==> config.mk <==
export PLATFORM = sky130hd
export DESIGN_NAME = mpfr_fifo
export DESIGN_NICKNAME = d
export VERILOG_FILES = /design/src/assert_macros.svh /design/src/mpfr_fifo.sv
export SDC_FILE = /design/constraint.sdc
export NUM_CORES = 1
export LEC_CHECK = 0
export BUFFER_PORTS_ARGS = -buffer_cell sky130_fd_sc_hd__buf_2
export CORE_ASPECT_RATIO = 1.25
export CORE_UTILIZATION = 55
export CTS_BUF_LIST = sky130_fd_sc_hd__clkbuf_16
export CTS_CLUSTER_SIZE = 16
export DETAILED_ROUTE_END_ITERATION = 10
export HOLD_SLACK_MARGIN = 0.06
export PLACE_DENSITY = 0.78
export SLEW_MARGIN = 20
export SYNTH_ARGS = -nofsm -noshare
export SYNTH_HDL_FRONTEND = slang
export SYNTH_SLANG_ARGS = --single-unit
==> constraint.sdc <==
create_clock -name clk -period 13 [get_ports clk]
set_input_delay 2.6 -clock clk [delete_from_list [all_inputs] [get_ports clk]]
set_output_delay 2.6 -clock clk [all_outputs]
set_load 0.005 [all_outputs]
==> src/assert_macros.svh <==
// Assertion macros included by the modal phase field rotator top module.
`ifndef ASSERT_MACROS_SVH
`define ASSERT_MACROS_SVH

// Property that holds at every clock edge outside reset.
`define ASSERT_ALWAYS(lbl, clk, rst_n, prop) \
	lbl: assert property (@(posedge clk) disable iff (!(rst_n)) (prop)) \
		else $error("assertion failed");

// Condition that implies a consequence at the same edge.
`define ASSERT_IMPLY(lbl, clk, rst_n, ante, cons) \
	lbl: assert property (@(posedge clk) disable iff (!(rst_n)) (ante) |-> (cons)) \
		else $error("assertion failed");

// Condition that implies a consequence at the next edge.
`define ASSERT_NEXT(lbl, clk, rst_n, ante, cons) \
	lbl: assert property (@(posedge clk) disable iff (!(rst_n)) (ante) |=> (cons)) \
		else $error("assertion failed");

`endif

==> src/mpfr_fifo.sv <==
// Small register-based queue with write, read and empty flag.
module mpfr_fifo #(
	parameter int WIDTH = 64,
	parameter int DEPTH = 16
) (
	input  logic             clk,
	input  logic             arst_n,
	input  logic             wr,
	input  logic [WIDTH-1:0] wdata,
	input  logic             rd,
	output logic [WIDTH-1:0] rdata,
	output logic             empty
);
	localparam int AW = $clog2(DEPTH);

	logic [WIDTH-1:0] mem_q [DEPTH];
	logic [AW:0]      wr_ptr_q;
	logic [AW:0]      rd_ptr_q;

	always_ff @(posedge clk or negedge arst_n) begin
		if (!arst_n) begin
			wr_ptr_q <= '0;
			rd_ptr_q <= '0;
		end else begin
			if (wr)
				wr_ptr_q <= wr_ptr_q + (AW+1)'(1);
			if (rd)
				rd_ptr_q <= rd_ptr_q + (AW+1)'(1);
		end
	end

	always_ff @(posedge clk) begin
		if (wr)
			mem_q[wr_ptr_q[AW-1:0]] <= wdata;
	end

	assign rdata = mem_q[rd_ptr_q[AW-1:0]];
	assign empty = (wr_ptr_q == rd_ptr_q);
endmodule

==> flow_metrics.env <==
export IMPL_drt_initial_drc_count=1984
export IMPL_synth_warnings=0
export IMPL_finish_net_count=2000
export IMPL_cts_max_level=3
export IMPL_drv_cap=0
export IMPL_drv_slew=0
export IMPL_synth_seq_cells=1034
export IMPL_crit_path_start_kind="flip-flop"
export IMPL_finalCritPeriodShare_pct=55.58
export IMPL_track_usage_pct=24.03
export IMPL_layout_commonest_cell="edfxtp_1"
export IMPL_max_stage_delay_ns=0.97
export IMPL_netlist_top_cells_area="edfxtp_1, mux4_2, mux2i_1"
export IMPL_coreArea_um2=71050
export IMPL_cts_tree="built"
export IMPL_finalHoldViolations=0
export IMPL_portBuffers=132
export IMPL_postRouteAntennaNets=0
export IMPL_clock_sinks=1034
export IMPL_place_ws_ns=6.389
export IMPL_path_cells="buf_12 > buf_4 > mux2i_1 > a22oi_1 > mux2i_1 > o21ai_1 > buf_2"
export IMPL_whs_ns=0.4876
export IMPL_drt_first_pass_iters=5
export IMPL_busiest_layer="met2"
export IMPL_routed_wl_mm=86.74
export IMPL_start_util_pct=55.80
export IMPL_crit_required_ns=10.40
export IMPL_yosys_area_top_type="edfxtp_1"
export IMPL_gp_congestion=0.7197
export IMPL_grt_max_degree=161
export IMPL_finalSetupViolations=0
export IMPL_synth_edf_count=1024
export IMPL_yosysSeqAreaShare_pct=78.18
export IMPL_timing_rr_start="wr_ptr_q[0]"
export IMPL_synth_distinct_cells=30
export IMPL_vias=18800
export IMPL_via_per_inst=6.378
export IMPL_multiInputGateArea_um2=8139
export IMPL_regArea_um2=31010
export IMPL_ioPinCount=133
export IMPL_rows=109
export IMPL_post_cts_resized=0
export IMPL_fillers=4625
export IMPL_worst_clock_skew_ns=0.01960
export IMPL_cts_clk_slew_worst_paths_ns=0.06
export IMPL_crit_arrival_ns=4.63
export IMPL_synthCells=1775
export IMPL_drc_errors=0
export IMPL_die_area_um2=73170
export IMPL_synth_top_area_share_pct=77.55
export IMPL_die_w_um=242.2
export IMPL_syn_area_um2=39650
export IMPL_cts_root_buf="clkbuf_16"
export IMPL_status="finished, final reports clean"
export IMPL_fin_crit_ns=7.225
export IMPL_grt_use_met2_pct=41.13
export IMPL_syn_to_final_growth_pct=11.29
export IMPL_critPathTopFamily="buffers and inverters"
export IMPL_ys_flop_type="edfxtp_1"
export IMPL_gr_usage_met3_pct=4.427
export IMPL_die_y_um=302.2
export IMPL_setup_worst_path_class="reg2out"
export IMPL_syn_nets=1849
export IMPL_hpwl_mm=42.97
export IMPL_post_cts_buffers=0
export IMPL_worst_hold_path_type="reg2reg"
export IMPL_crit_start="rd_ptr_q[1]"
export IMPL_grt_first_pass_wirelength_mm=126.3
export IMPL_tns_ns=0
export IMPL_drive_above_1_share_pct=24.96
export IMPL_cp_common_cell="mux2i_1"
export IMPL_max_freq_mhz=138.4
export IMPL_ir_drop_mv=0.2093
export IMPL_gr_usage_met1_pct=30.41
export IMPL_power_density_nw_per_um2=217.4
export IMPL_worstMarginPinSlew_ns=1.313
export IMPL_clockBufferDepth=3
export IMPL_async_reset_ff_share_pct=0.9671
export IMPL_crit_fanout=160
export IMPL_path_buf_inv=3
export IMPL_placed_area_um2=41250
export IMPL_p_leak_nw=14.30
export IMPL_avgSynthCellArea_um2=22.34
export IMPL_utilization_pct=62.10
export IMPL_slew_headroom_pct=12.47
export IMPL_cts_hold_buf=0
export IMPL_gr_total_overflow=0
export IMPL_antenna_found_initial=14
export IMPL_final_cell_mix="edfxtp_1, mux2i_1, mux4_2, buf_2, clkbuf_16"
export IMPL_design_area_um2=44130
export IMPL_rsz0062_at_grt="no"
export IMPL_cts_buffers=90
export IMPL_wl_per_cell_um=29.43
export IMPL_holdCritStartpoint="wr_ptr_q[4]"
export IMPL_grt_pass1_vias=19710
export IMPL_critPathSlowestCell="buf_4"
export IMPL_cp_end_kind="output port"
export IMPL_setup_ws_ns=5.775
export IMPL_clk_latency_ns=0.66
[cells in the mapped netlist, types with 8 or more instances]
library cell and count:
dfrtp_1 10, nand2_1 9, clkbuf_1 38, o21ai_1 64
a22oi_1 64, nor2_1 15, mux4_2 186, edfxtp_1 1024
buf_2 35, mux2i_1 192, a32oi_1 64, buf_6 11
xnor2_1 8, buf_4 8
[kinds of logic after synthesis]
logic type | Yosys count | share of synthesized area (%)
flip-flops | 1034 | 78.18
buffers and inverters | 106 | 1.622
adder cells (fa/ha/maj) | 6 | 0.1893
AO/OA/AOI/OAI | 193 | 3.446
multiplexers | 385 | 15.84
XOR/XNOR | 13 | 0.2872
AND/OR/NAND/NOR | 38 | 0.4323
[metrics by stage]
| step | instances | total power (W) |
|---|---|---|
| after floorplan | 1775 | 0.006160 |
| after global placement | 2777 | 0.007013 |
| after detailed placement | 2777 | 0.007083 |
| after CTS | 2942 | 0.009662 |
| after global routing | 2947 | 0.009957 |
| final | 2947 | 0.009594 |
[final cells by class]
class                      count  share of cell area (%)
clock buffer                  91                   5.161
inverter                       3                 0.02552
timing repair buffer         162                   2.064
antenna                        5                 0.02836
clock inverter                74                   1.324
sequential                  1034                   70.28
tap                          943                   2.674
multi-input combinational    635                   18.45
[power breakdown]
part           total (W)  internal [W]  switching [W]
registers        0.00417       0.00401       0.000159
logic            0.00282       0.00120        0.00163
clock network    0.00260       0.00145        0.00114
total            0.00959       0.00666        0.00293
[worst paths after layout]
path	endpoint	slack [ns]	depth (start not counted)
hold / removal	wr_ptr_q[4]	0.49	1
hold reg to reg	wr_ptr_q[4]	0.49	1
max in group asynchronous	rd_ptr_q[1]	10.97	1
min in group asynchronous	rd_ptr_q[4]	1.81	1
setup / recovery	rdata[47]	5.77	7
setup reg to reg	mem_q[4][5]	9.86	5
[layer usage]
layer	share of wire [%]	up-vias
met2	52	870
met4	2.8	16
met5	0.11	-
met3	7.4	155
li1	-	7859
met1	38	9896
[state kept, by name, indices dropped and copies added, names as in the netlist]
register and count:
mem_q 1024, rd_ptr_q 5, wr_ptr_q 5
(Power assumes the default switching activity.)
